File: config.mk
export PLATFORM = sky130hd
export DESIGN_NAME = lsa_fletcher_checksum_unit
export DESIGN_NICKNAME = d
export VERILOG_FILES = /design/src/sv/lsa_ck_pkg.sv /design/src/sv/lsa_ck_front.sv /design/src/sv/lsa_ck_fifo.sv /design/src/sv/lsa_ck_back.sv /design/src/sv/lsa_fletcher_checksum_unit.sv
export VERILOG_INCLUDE_DIRS = /design/src /design/src/sv
export SDC_FILE = /design/constraint.sdc
export NUM_CORES = 1
export LEC_CHECK = 0
export BUFFER_PORTS_ARGS = -buffer_cell sky130_fd_sc_hd__buf_4
export CELL_PAD_IN_SITES_DETAIL_PLACEMENT = 0
export CELL_PAD_IN_SITES_GLOBAL_PLACEMENT = 1
export CORE_ASPECT_RATIO = 1.75
export CORE_MARGIN = 4
export CORE_UTILIZATION = 56
export CTS_CLUSTER_SIZE = 16
export DETAILED_ROUTE_END_ITERATION = 8
export GPL_TIMING_DRIVEN = 1
export PLACE_DENSITY_LB_ADDON = 0.1
export SLEW_MARGIN = 0
export SYNTH_ARGS = -nofsm -noshare
export SYNTH_HDL_FRONTEND = slang
export SYNTH_SLANG_ARGS = --single-unit
File: constraint.sdc
create_clock -name clk_i -period 20.7 [get_ports clk_i]
set_input_delay 1.035 -clock clk_i [delete_from_list [all_inputs] [get_ports clk_i]]
set_output_delay 1.035 -clock clk_i [all_outputs]
set_load 0.005 [all_outputs]
File: src/sv/lsa_fletcher_checksum_unit_assert.svh
// ---------------------------------------------------------------------------
// LSA checksum unit assertion macros
// Concurrent checks on clk_i, disabled while rst_ni is low.
// ---------------------------------------------------------------------------
`ifndef LSA_FLETCHER_CHECKSUM_UNIT_ASSERT_SVH
`define LSA_FLETCHER_CHECKSUM_UNIT_ASSERT_SVH

`ifndef SYNTHESIS
// cond |-> prop in the same cycle
`define LSA_CK_ASSERT_SAME(name, cond, prop) \
  name: assert property (@(posedge clk_i) disable iff (!rst_ni) (cond) |-> (prop)) \
    else $error("lsa checksum assertion failed");
// cond |=> prop in the next cycle
`define LSA_CK_ASSERT_NEXT(name, cond, prop) \
  name: assert property (@(posedge clk_i) disable iff (!rst_ni) (cond) |=> (prop)) \
    else $error("lsa checksum assertion failed");
`else
`define LSA_CK_ASSERT_SAME(name, cond, prop)
`define LSA_CK_ASSERT_NEXT(name, cond, prop)
`endif

`endif

File: src/sv/lsa_ck_pkg.sv
// ---------------------------------------------------------------------------
// LSA checksum package
// Shared constants, job type and mod-255 helper.
// ---------------------------------------------------------------------------
package lsa_ck_pkg;

  localparam int unsigned MaxLengthDef = 65535;
  localparam int unsigned FifoDepthDef = 4;

  localparam int unsigned MinLength  = 20;
  localparam int unsigned SkipBytes  = 2;
  localparam int unsigned CkPosHi    = 16;
  localparam int unsigned CkPosLo    = 17;
  localparam int unsigned SpanOffset = 17;  // skipped bytes plus checksum span offset
  localparam int unsigned DiffW      = 16;

  typedef struct packed {
    logic [7:0]       c0;
    logic [7:0]       c1;
    logic [DiffW-1:0] diff;  // length - 17
    logic             err;
  } job_t;

  // reduce a value in 0..510 modulo 255
  function automatic logic [7:0] mod255_9(input logic [8:0] v);
    logic [8:0] r;
    begin
      if (v >= 9'd510) begin
        r = v - 9'd510;
      end else if (v >= 9'd255) begin
        r = v - 9'd255;
      end else begin
        r = v;
      end
      mod255_9 = r[7:0];
    end
  endfunction

  // 16-bit value modulo 255: 256 is 1 mod 255, so fold the bytes
  function automatic logic [7:0] mod255_16(input logic [15:0] v);
    logic [8:0] s;
    begin
      s = {1'b0, v[15:8]} + {1'b0, v[7:0]};
      mod255_16 = mod255_9(s);
    end
  endfunction

endpackage

File: src/sv/lsa_ck_front.sv
// ---------------------------------------------------------------------------
// LSA checksum front end
// Accepts bytes, keeps the running sums and byte count, queues a job per LSA.
// ---------------------------------------------------------------------------
module lsa_ck_front import lsa_ck_pkg::*; #(
  parameter int unsigned MAX_LENGTH = MaxLengthDef
) (
  input  logic       clk_i,
  input  logic       rst_ni,
  input  logic       byte_valid_i,
  input  logic [7:0] byte_i,
  input  logic       last_i,
  input  logic       queue_full_i,
  output logic       byte_ready_o,
  output logic       job_push_o,
  output job_t       job_o
);

  localparam int unsigned CntW = $clog2(MAX_LENGTH + 2);

  logic [7:0]      c0_q, c0_d, c1_q, c1_d;
  logic [CntW-1:0] pos_q, pos_d;
  logic [7:0]      b;
  logic            take;

  assign byte_ready_o = !queue_full_i;
  assign take         = byte_valid_i && byte_ready_o;

  always_comb begin
    b    = byte_i;
    c0_d = c0_q;
    c1_d = c1_q;
    if (pos_q == CntW'(CkPosHi) || pos_q == CntW'(CkPosLo)) begin
      b = 8'd0;
    end
    if (pos_q >= CntW'(SkipBytes)) begin
      c0_d = mod255_9({1'b0, c0_q} + {1'b0, b});
      c1_d = mod255_9({1'b0, c1_q} + {1'b0, c0_d});
    end
    // count holds at MAX_LENGTH+1
    pos_d = (pos_q == CntW'(MAX_LENGTH + 1)) ? pos_q : pos_q + CntW'(1);
  end

  assign job_push_o = take && last_i;
  assign job_o.c0   = c0_d;
  assign job_o.c1   = c1_d;
  assign job_o.diff = DiffW'(pos_d - CntW'(SpanOffset));
  assign job_o.err  = (pos_d < CntW'(MinLength)) || (pos_d > CntW'(MAX_LENGTH));

  always_ff @(posedge clk_i or negedge rst_ni) begin
    if (!rst_ni) begin
      c0_q  <= '0;
      c1_q  <= '0;
      pos_q <= '0;
    end else if (take) begin
      if (last_i) begin
        c0_q  <= '0;
        c1_q  <= '0;
        pos_q <= '0;
      end else begin
        c0_q  <= c0_d;
        c1_q  <= c1_d;
        pos_q <= pos_d;
      end
    end
  end

endmodule

File: src/sv/lsa_ck_fifo.sv
// ---------------------------------------------------------------------------
// LSA checksum job queue
// Small register queue between front end and back end.
// ---------------------------------------------------------------------------
module lsa_ck_fifo import lsa_ck_pkg::*; #(
  parameter int unsigned DEPTH = FifoDepthDef
) (
  input  logic clk_i,
  input  logic rst_ni,
  input  logic push_i,
  input  job_t data_i,
  input  logic pop_i,
  output logic full_o,
  output logic valid_o,
  output job_t data_o
);

  localparam int unsigned PtrW = (DEPTH > 1) ? $clog2(DEPTH) : 1;
  localparam int unsigned CntW = $clog2(DEPTH + 1);

  job_t            mem_q [DEPTH];
  logic [PtrW-1:0] wr_q, wr_d, rd_q, rd_d;
  logic [CntW-1:0] cnt_q, cnt_d;
  logic            do_push, do_pop;

  assign full_o  = (cnt_q == CntW'(DEPTH));
  assign valid_o = (cnt_q != '0);
  assign data_o  = mem_q[rd_q];
  assign do_push = push_i && !full_o;
  assign do_pop  = pop_i && valid_o;

  always_comb begin
    wr_d  = wr_q;
    rd_d  = rd_q;
    cnt_d = cnt_q;
    if (do_push) begin
      wr_d = (wr_q == PtrW'(DEPTH - 1)) ? '0 : wr_q + PtrW'(1);
    end
    if (do_pop) begin
      rd_d = (rd_q == PtrW'(DEPTH - 1)) ? '0 : rd_q + PtrW'(1);
    end
    case ({do_push, do_pop})
      2'b10:   cnt_d = cnt_q + CntW'(1);
      2'b01:   cnt_d = cnt_q - CntW'(1);
      default: cnt_d = cnt_q;
    endcase
  end

  always_ff @(posedge clk_i or negedge rst_ni) begin
    if (!rst_ni) begin
      wr_q  <= '0;
      rd_q  <= '0;
      cnt_q <= '0;
    end else begin
      wr_q  <= wr_d;
      rd_q  <= rd_d;
      cnt_q <= cnt_d;
    end
  end

  always_ff @(posedge clk_i) begin
    if (do_push) begin
      mem_q[wr_q] <= data_i;
    end
  end

endmodule

File: src/sv/lsa_ck_back.sv
// ---------------------------------------------------------------------------
// LSA checksum back end
// Pipeline computing x and y from a queued job, with an output register.
// ---------------------------------------------------------------------------
module lsa_ck_back import lsa_ck_pkg::*; (
  input  logic        clk_i,
  input  logic        rst_ni,
  input  logic        job_valid_i,
  input  job_t        job_i,
  output logic        job_pop_o,
  output logic        out_valid_o,
  input  logic        out_ready_i,
  output logic [15:0] out_check_o,
  output logic        out_err_o
);

  logic        en;
  // stage 1: length term mod 255
  logic        v1_q;
  logic [7:0]  c0_1_q, c1_1_q, m1_q;
  logic        err1_q;
  // stage 2: product
  logic        v2_q;
  logic [7:0]  c0_2_q, c1_2_q;
  logic [15:0] p2_q;
  logic        err2_q;
  // stage 3: x
  logic        v3_q;
  logic [7:0]  c0_3_q, x3_q, x3_d;
  logic        err3_q;
  // output register
  logic        ov_q;
  logic [15:0] oc_q, oc_d;
  logic        oe_q;
  logic [7:0]  pm, y;

  assign en        = !ov_q || out_ready_i;
  assign job_pop_o = en;

  always_comb begin
    pm   = mod255_16(p2_q);
    x3_d = mod255_9({1'b0, pm} + 9'd255 - {1'b0, c1_2_q});
    y    = mod255_9(9'd510 - {1'b0, c0_3_q} - {1'b0, x3_q});
    oc_d = err3_q ? 16'd0 : {x3_q, y};
  end

  always_ff @(posedge clk_i or negedge rst_ni) begin
    if (!rst_ni) begin
      v1_q <= 1'b0;
      v2_q <= 1'b0;
      v3_q <= 1'b0;
      ov_q <= 1'b0;
    end else if (en) begin
      v1_q <= job_valid_i;
      v2_q <= v1_q;
      v3_q <= v2_q;
      ov_q <= v3_q;
    end
  end

  always_ff @(posedge clk_i) begin
    if (en) begin
      c0_1_q <= job_i.c0;
      c1_1_q <= job_i.c1;
      m1_q   <= mod255_16(job_i.diff);
      err1_q <= job_i.err;
      c0_2_q <= c0_1_q;
      c1_2_q <= c1_1_q;
      p2_q   <= {8'd0, m1_q} * {8'd0, c0_1_q};
      err2_q <= err1_q;
      c0_3_q <= c0_2_q;
      x3_q   <= x3_d;
      err3_q <= err2_q;
      oc_q   <= oc_d;
      oe_q   <= err3_q;
    end
  end

  assign out_valid_o = ov_q;
  assign out_check_o = oc_q;
  assign out_err_o   = oe_q;

endmodule

File: src/sv/lsa_fletcher_checksum_unit.sv
// Path: the last byte's job is queued, then runs through the back-end pipeline.
// Throughput: one byte per cycle; the front end stalls only when the job queue
// (FIFO_DEPTH entries) is full, which happens while the result port is held.
// Reset: rst_ni asynchronous, active low; clears sums, count, queue and
// pipeline valids. No start-up pass.
// ---------------------------------------------------------------------------
// LSA Fletcher checksum unit
// Streams LSA bytes, gives the ISO 8473 check value per advertisement.
// ---------------------------------------------------------------------------
`include "lsa_fletcher_checksum_unit_assert.svh"

module lsa_fletcher_checksum_unit import lsa_ck_pkg::*; #(
  parameter int unsigned MAX_LENGTH = MaxLengthDef,
  parameter int unsigned FIFO_DEPTH = FifoDepthDef
) (
  input  logic        clk_i,
  input  logic        rst_ni,
  input  logic        s_axis_tvalid,
  output logic        s_axis_tready,
  input  logic [7:0]  s_axis_tdata,   // [7:0] data_byte
  input  logic        s_axis_tlast,   // last_byte
  output logic        m_axis_tvalid,
  input  logic        m_axis_tready,
  output logic [15:0] m_axis_tdata,   // [15:0] check_value
  output logic        m_axis_tuser    // [0] length_error
);

  logic q_full, q_valid, q_push, q_pop;
  job_t q_in, q_out;

  lsa_ck_front #(
    .MAX_LENGTH(MAX_LENGTH)
  ) u_front (
    .clk_i       (clk_i),
    .rst_ni      (rst_ni),
    .byte_valid_i(s_axis_tvalid),
    .byte_i      (s_axis_tdata),
    .last_i      (s_axis_tlast),
    .queue_full_i(q_full),
    .byte_ready_o(s_axis_tready),
    .job_push_o  (q_push),
    .job_o       (q_in)
  );

  lsa_ck_fifo #(
    .DEPTH(FIFO_DEPTH)
  ) u_fifo (
    .clk_i  (clk_i),
    .rst_ni (rst_ni),
    .push_i (q_push),
    .data_i (q_in),
    .pop_i  (q_pop),
    .full_o (q_full),
    .valid_o(q_valid),
    .data_o (q_out)
  );

  lsa_ck_back u_back (
    .clk_i      (clk_i),
    .rst_ni     (rst_ni),
    .job_valid_i(q_valid),
    .job_i      (q_out),
    .job_pop_o  (q_pop),
    .out_valid_o(m_axis_tvalid),
    .out_ready_i(m_axis_tready),
    .out_check_o(m_axis_tdata),
    .out_err_o  (m_axis_tuser)
  );

  // a length error always carries a zero check value
  `LSA_CK_ASSERT_SAME(a_err_zero, m_axis_tvalid && m_axis_tuser, m_axis_tdata == 16'd0)
  // both check bytes are reduced into 0..254
  `LSA_CK_ASSERT_SAME(a_bytes_reduced, m_axis_tvalid,
                      m_axis_tdata[15:8] != 8'hff && m_axis_tdata[7:0] != 8'hff)
  // a queued job is never lost: a push into the queue leaves it non-empty
  `LSA_CK_ASSERT_NEXT(a_push_seen, q_push && !q_full, q_valid)

endmodule
==> impl_metrics.env, run 1 <==
export IMPL_synthesis_area_um2=16900
export IMPL_yosys_top_cells_area="edfxtp_1 40%, ha_1 8.5%, dfrtp_1 6.5%"
export IMPL_critPathLaunchType="register"
export IMPL_rsz0062_at_grt="false"
export IMPL_crit_path_top_delay_cell="nor4_2"
export IMPL_netlist_instances=1497
export IMPL_finalCritPeriodShare=0.389
export IMPL_finalSetupTns_ns=0
export IMPL_seqCellArea_um2=7830
export IMPL_outcome="finished, final reports clean"
export IMPL_die_x_um=139
export IMPL_cts_sinks=268
export IMPL_worst_slew_pin_slew_ns=0.993
export IMPL_ys_ff_latch=268
export IMPL_max_freq_mhz=124
export IMPL_diodes=0
export IMPL_critPathCaptureType="register"
export IMPL_drtAntennaViolNets=0
export IMPL_syn2layout_area_growth_pct=8.58
export IMPL_critPathKind="register to register"
export IMPL_drv_slew=0
export IMPL_synthDistinctLibCells=91
export IMPL_yosysWarnings=0
export IMPL_yosys_top_cells_count="224 x edfxtp_1, 127 x nand2_1, 115 x ha_1"
export IMPL_setup_viol=0
export IMPL_wl_met2_um=22500
export IMPL_critical_path_required_ns=21.02
export IMPL_worst_path_max_fanout=15
export IMPL_synth_net_count=1668
export IMPL_grt_pass1_wl_um=62000
export IMPL_critical_path_top_delay_family="simple AND/OR/NAND/NOR gates"
export IMPL_min_path_type="register to register"
export IMPL_cts_hold_buffers=0
export IMPL_place_congestion=0.881
export IMPL_clock_latency_ns=0.56
export IMPL_fin_crit_ns=8.06
export IMPL_viasPerCell=5.94
export IMPL_cts_root_buf="clkbuf_16"
export IMPL_syn_area_per_cell_um2=11.3
export IMPL_grt_start_max_net_pins=79
export IMPL_wl_met3_um=1030
export IMPL_postCtsSetupRepairBufs=0
export IMPL_die_h_um=238
export IMPL_layout_drive_gt1_share=0.107
export IMPL_synthArstFlopShare=0.164
export IMPL_num_nets_final=1689
export IMPL_clockBufferDepth=3
export IMPL_crit_top_cell="ha_1"
export IMPL_met1_length_um=13400
export IMPL_synth_edf_count=224
export IMPL_cts_tree="yes"
export IMPL_io_pins=32
export IMPL_synth_top_cell_by_area="edfxtp_1"
export IMPL_core_um2=30000
export IMPL_overflow=0
export IMPL_yosysTopAreaCellShare=0.397
export IMPL_initial_utilization=0.565
export IMPL_port_buffers=31
export IMPL_numCtsBuffers=25
export IMPL_slew_headroom=0.338
export IMPL_synth_most_common_cell="edfxtp_1"
export IMPL_fin_area_um2=18400
export IMPL_dpl_cell_area_um2=17600
export IMPL_fillers=2452
export IMPL_hold_viol_final=0
export IMPL_clock_skew_ns=0.0260
export IMPL_std_cell_rows=84
export IMPL_via_count=11400
export IMPL_die_area_um2=33200
export IMPL_highest_layer="met4"
export IMPL_drcViolationCount=0
export IMPL_drt_iter0_markers=537
export IMPL_slowest_delay_ns=0.64
export IMPL_wire_per_inst_um=20.0
export IMPL_track_usage=0.235
export IMPL_path_buf_inv=2
export IMPL_clk_pin_slew_ns=0.07
export IMPL_cts_resized=0
export IMPL_dr_pass1_iters=5
export IMPL_seq_area_frac_synth=0.462
export IMPL_antenna_found_initial=0
export IMPL_wl_um=38500
export IMPL_drv_cap=0
export IMPL_multi_input_area_um2=8500
export IMPL_arrival_ns=8.38
export IMPL_grt_pass1_vias=11700
export IMPL_dp_hpwl_um=29300
export IMPL_ys_flop_type="edfxtp_1"
export IMPL_htreeDepth=1
==> layout by cell type (no fill, tap or decap), drive strengths merged, types with 29 or more instances in the layout <==
master / n
edfxtp: 224
nand2: 127
inv: 116
ha: 115
nor2: 93
o21ai: 68
a21oi: 67
xnor2: 56
and2: 52
dfrtp: 44
fa: 43
buf: 43
nor3: 38
xor2: 37
mux4: 33
a21o: 32
clkbuf: 29
==> sequential cells by signal, summed over array words and instances, names as in the netlist, 2 cells and up <==
name	cells
u_fifo.mem_q	132
u_front.pos_q	17
u_back.out_check_o	16
u_back.p2_q	16
u_back.c0_1_q	8
u_back.c0_2_q	8
u_back.c0_3_q	8
u_back.c1_1_q	8
u_back.c1_2_q	8
u_back.m1_q	8
u_back.x3_q	8
u_front.c0_q	8
u_front.c1_q	8
u_fifo.cnt_q	3
u_fifo.rd_q	2
u_fifo.wr_q	2
==> metal layers <==
metal  vias to the layer above  global-route usage
li1                       5508                   -
met1                      5598               0.239
met2                       226               0.479
met3                        90              0.0215
met4                         0              0.0970
met5                         -                   0
==> final timing paths <==
path                            cells after the start  slack [ns]                         start                             to
min in group asynchronous                           1        0.48                        rst_ni  u_front.pos_q[11]$_DFFE_PN0P_
worst min-delay path                                0        0.41    u_back.c0_2_q[3]$_DFFE_PP_     u_back.c0_3_q[3]$_DFFE_PP_
worst min register to register                      0        0.41    u_back.c0_2_q[3]$_DFFE_PP_     u_back.c0_3_q[3]$_DFFE_PP_
worst max register to register                     28       12.64  u_front.pos_q[6]$_DFFE_PN0P_  u_fifo.mem_q[3][21]$_DFFE_PP_
max in group asynchronous                           1       19.69                        rst_ni     u_fifo.rd_q[0]$_DFFE_PN0P_
worst max-delay path                               28       12.64  u_front.pos_q[6]$_DFFE_PN0P_  u_fifo.mem_q[3][21]$_DFFE_PP_
==> kinds of logic (layout without fill, tap and decap cells) <==
kind of cell	count (synthesis)	in the layout	share of synthesized area
compound gates	305	305	0.123
fa+ha+maj	160	160	0.137
xor+xnor	93	93	0.0485
buf+inv	161	201	0.0363
simple gates	461	461	0.138
mux	49	49	0.0542
flops	268	268	0.462
==> cell type report <==
cell class                      count  share of cell area
Clock buffer                       29              0.0354
Tap cell                          387              0.0263
Multi-Input combinational cell   1068               0.462
Sequential cell                   268               0.426
Timing Repair Buffer               43              0.0176
Inverter                          112              0.0229
Clock inverter                     17             0.00987
==> metrics by stage <==
stage / worst slack [ns] / utilization / hold slack [ns] / cells
4_1_cts: 12.62 / 0.614 / 0.412 / 1924
3_5_place_dp: 12.77 / 0.586 / 0.405 / 1878
2_1_floorplan: 13.98 / - / 0.400 / 1497
3_3_place_gp: 12.99 / 0.586 / 0.402 / 1878
5_1_grt: 12.09 / 0.614 / 0.410 / 1924
6_report: 12.64 / 0.614 / 0.413 / 1924
Power of run 1 is not shown: default switching activity piles up to over one toggle a cycle in this logic, so the estimate is an artifact.
==> inputs of run 2 (changes only) <==
--- a/config.mk
+++ b/config.mk
@@ -11,7 +11,7 @@
 export CELL_PAD_IN_SITES_GLOBAL_PLACEMENT = 1
 export CORE_ASPECT_RATIO = 1.75
 export CORE_MARGIN = 4
-export CORE_UTILIZATION = 56
+export CORE_UTILIZATION = 52
 export CTS_CLUSTER_SIZE = 16
 export DETAILED_ROUTE_END_ITERATION = 8
 export GPL_TIMING_DRIVEN = 1
==> constraint.sdc (replaced) <==
create_clock -name clk_i -period 7.6 [get_ports clk_i]
set_input_delay 0.38 -clock clk_i [delete_from_list [all_inputs] [get_ports clk_i]]
set_output_delay 0.38 -clock clk_i [all_outputs]
set_load 0.005 [all_outputs]
==> impl_metrics.env, run 2 (synthesis results as in run 1) <==
export IMPL_critical_path_required_ns=7.80
export IMPL_clock_skew_ns=0.0328
export IMPL_cts_sinks=268
export IMPL_core_um2=32200
export IMPL_dr_pass1_iters=5
export IMPL_clock_latency_ns=0.56
export IMPL_min_path_type="primary input to register"
export IMPL_max_freq_mhz=141
export IMPL_clockBufferDepth=3
export IMPL_track_usage=0.219
export IMPL_finalCritPeriodShare=0.935
export IMPL_critPathKind="register to register"
export IMPL_diodes=0
export IMPL_num_nets_final=1712
export IMPL_worst_path_max_fanout=11
export IMPL_hold_viol_final=0
export IMPL_syn2layout_area_growth_pct=10.4
export IMPL_outcome="finished, final reports clean"
export IMPL_htreeDepth=1
export IMPL_slew_headroom=0.244
export IMPL_worst_slew_pin_slew_ns=1.13
export IMPL_grt_pass1_vias=11900
export IMPL_crit_top_cell="ha_1"
export IMPL_via_count=11500
export IMPL_regMostFlops="u_fifo.mem_q"
export IMPL_io_pins=32
export IMPL_final_cell_mix="224 x edfxtp_1, 127 x nand2_1, 115 x ha_1"
export IMPL_die_area_um2=35600
export IMPL_grt_pass1_wl_um=61300
export IMPL_cts_tree="yes"
export IMPL_drv_cap=0
export IMPL_cp_depth=29
export IMPL_overflow=0
export IMPL_crit_path_top_delay_cell="dfrtp_2"
export IMPL_initial_utilization=0.526
export IMPL_setup_viol=0
export IMPL_rsz0062_at_grt="false"
export IMPL_drcViolationCount=0
export IMPL_finalSetupTns_ns=0
export IMPL_layout_drive_gt1_share=0.129
export IMPL_cts_root_buf="clkbuf_16"
export IMPL_fillers=2768
export IMPL_arrival_ns=7.31
export IMPL_grt_start_max_net_pins=59
export IMPL_clk_pin_slew_ns=0.07
export IMPL_dp_hpwl_um=29300
export IMPL_die_x_um=144
export IMPL_drt_iter0_markers=393
export IMPL_drtAntennaViolNets=0
export IMPL_wire_per_inst_um=19.5
export IMPL_die_h_um=247
export IMPL_viasPerCell=5.86
export IMPL_slowest_delay_ns=0.48
export IMPL_critPathLaunchType="register"
export IMPL_fin_crit_ns=7.11
export IMPL_largest_reg_flops=132
export IMPL_reg_top3="u_fifo.mem_q (132), u_front.pos_q (17)"
export IMPL_wl_um=38200
export IMPL_hold_depth=2
export IMPL_drv_slew=0
export IMPL_antenna_found_initial=0
export IMPL_critPathCaptureType="register"
export IMPL_place_congestion=0.877
export IMPL_reg2reg_depth=29
export IMPL_final_common_cell="edfxtp_1"
export IMPL_path_buf_inv=3
export IMPL_std_cell_rows=87
export IMPL_numCtsBuffers=26
export IMPL_port_buffers=31
export IMPL_critical_path_top_delay_family="simple AND/OR/NAND/NOR gates"
==> run 2: cell type report <==
type                       instances  area [um^2]  area share
inverter                         112          420      0.0225
timing repair buffer              65          490      0.0262
sequential                       268         7830       0.419
clock inverter                    21          216      0.0116
multi-input combinational       1068         8580       0.459
tap                              400          500      0.0268
clock buffer                      27          654      0.0350
==> run 2: layer usage <==
metal,GRT usage,vias to the layer above,part of all wire
met3,0.0192,75,0.019
met5,0,-,0
met4,0.0758,0,0.031
met2,0.451,160,0.59
li1,-,5559,-
met1,0.220,5707,0.36
==> run 2: final timing paths <==
check,slack [ns],startpoint,endpoint
worst max-delay path,0.49,u_front.pos_q[7]$_DFFE_PN0P_,u_fifo.mem_q[0][23]$_DFFE_PP_
worst min-delay path,0.27,s_axis_tlast,u_front.pos_q[2]$_DFFE_PN0P_
worst max register to register,0.49,u_front.pos_q[7]$_DFFE_PN0P_,u_fifo.mem_q[0][23]$_DFFE_PP_
worst min register to register,0.41,u_back.c0_2_q[4]$_DFFE_PP_,u_back.c0_3_q[4]$_DFFE_PP_
max in group asynchronous,6.73,rst_ni,u_fifo.rd_q[0]$_DFFE_PN0P_
min in group asynchronous,0.37,rst_ni,u_front.pos_q[10]$_DFFE_PN0P_
==> run 2: what timing repair did <==
action	CTS	global route
resized for setup	0	15
endpoints found under the setup margin	0	35
hold buffers	1	0
hold endpoints to repair	44	0
setup buffers	0	6
==> run 2: metrics by stage <==
step / hold slack [ns] / cell area [um^2] / util / setup WS [ns] / std cells
6_report: 0.267 / 18700 / 0.580 / 0.494 / 1961
5_1_grt: 0.284 / 18700 / 0.580 / 0.0341 / 1961
4_1_cts: 0.249 / 18600 / 0.576 / 0.0404 / 1955
3_5_place_dp: 0.405 / 17700 / 0.549 / 0.132 / 1906
3_3_place_gp: 0.401 / 17700 / 0.549 / 0.251 / 1906
2_1_floorplan: 0.0844 / 16900 / - / 0.884 / 1497
Power of run 2 is left out for the same reason.
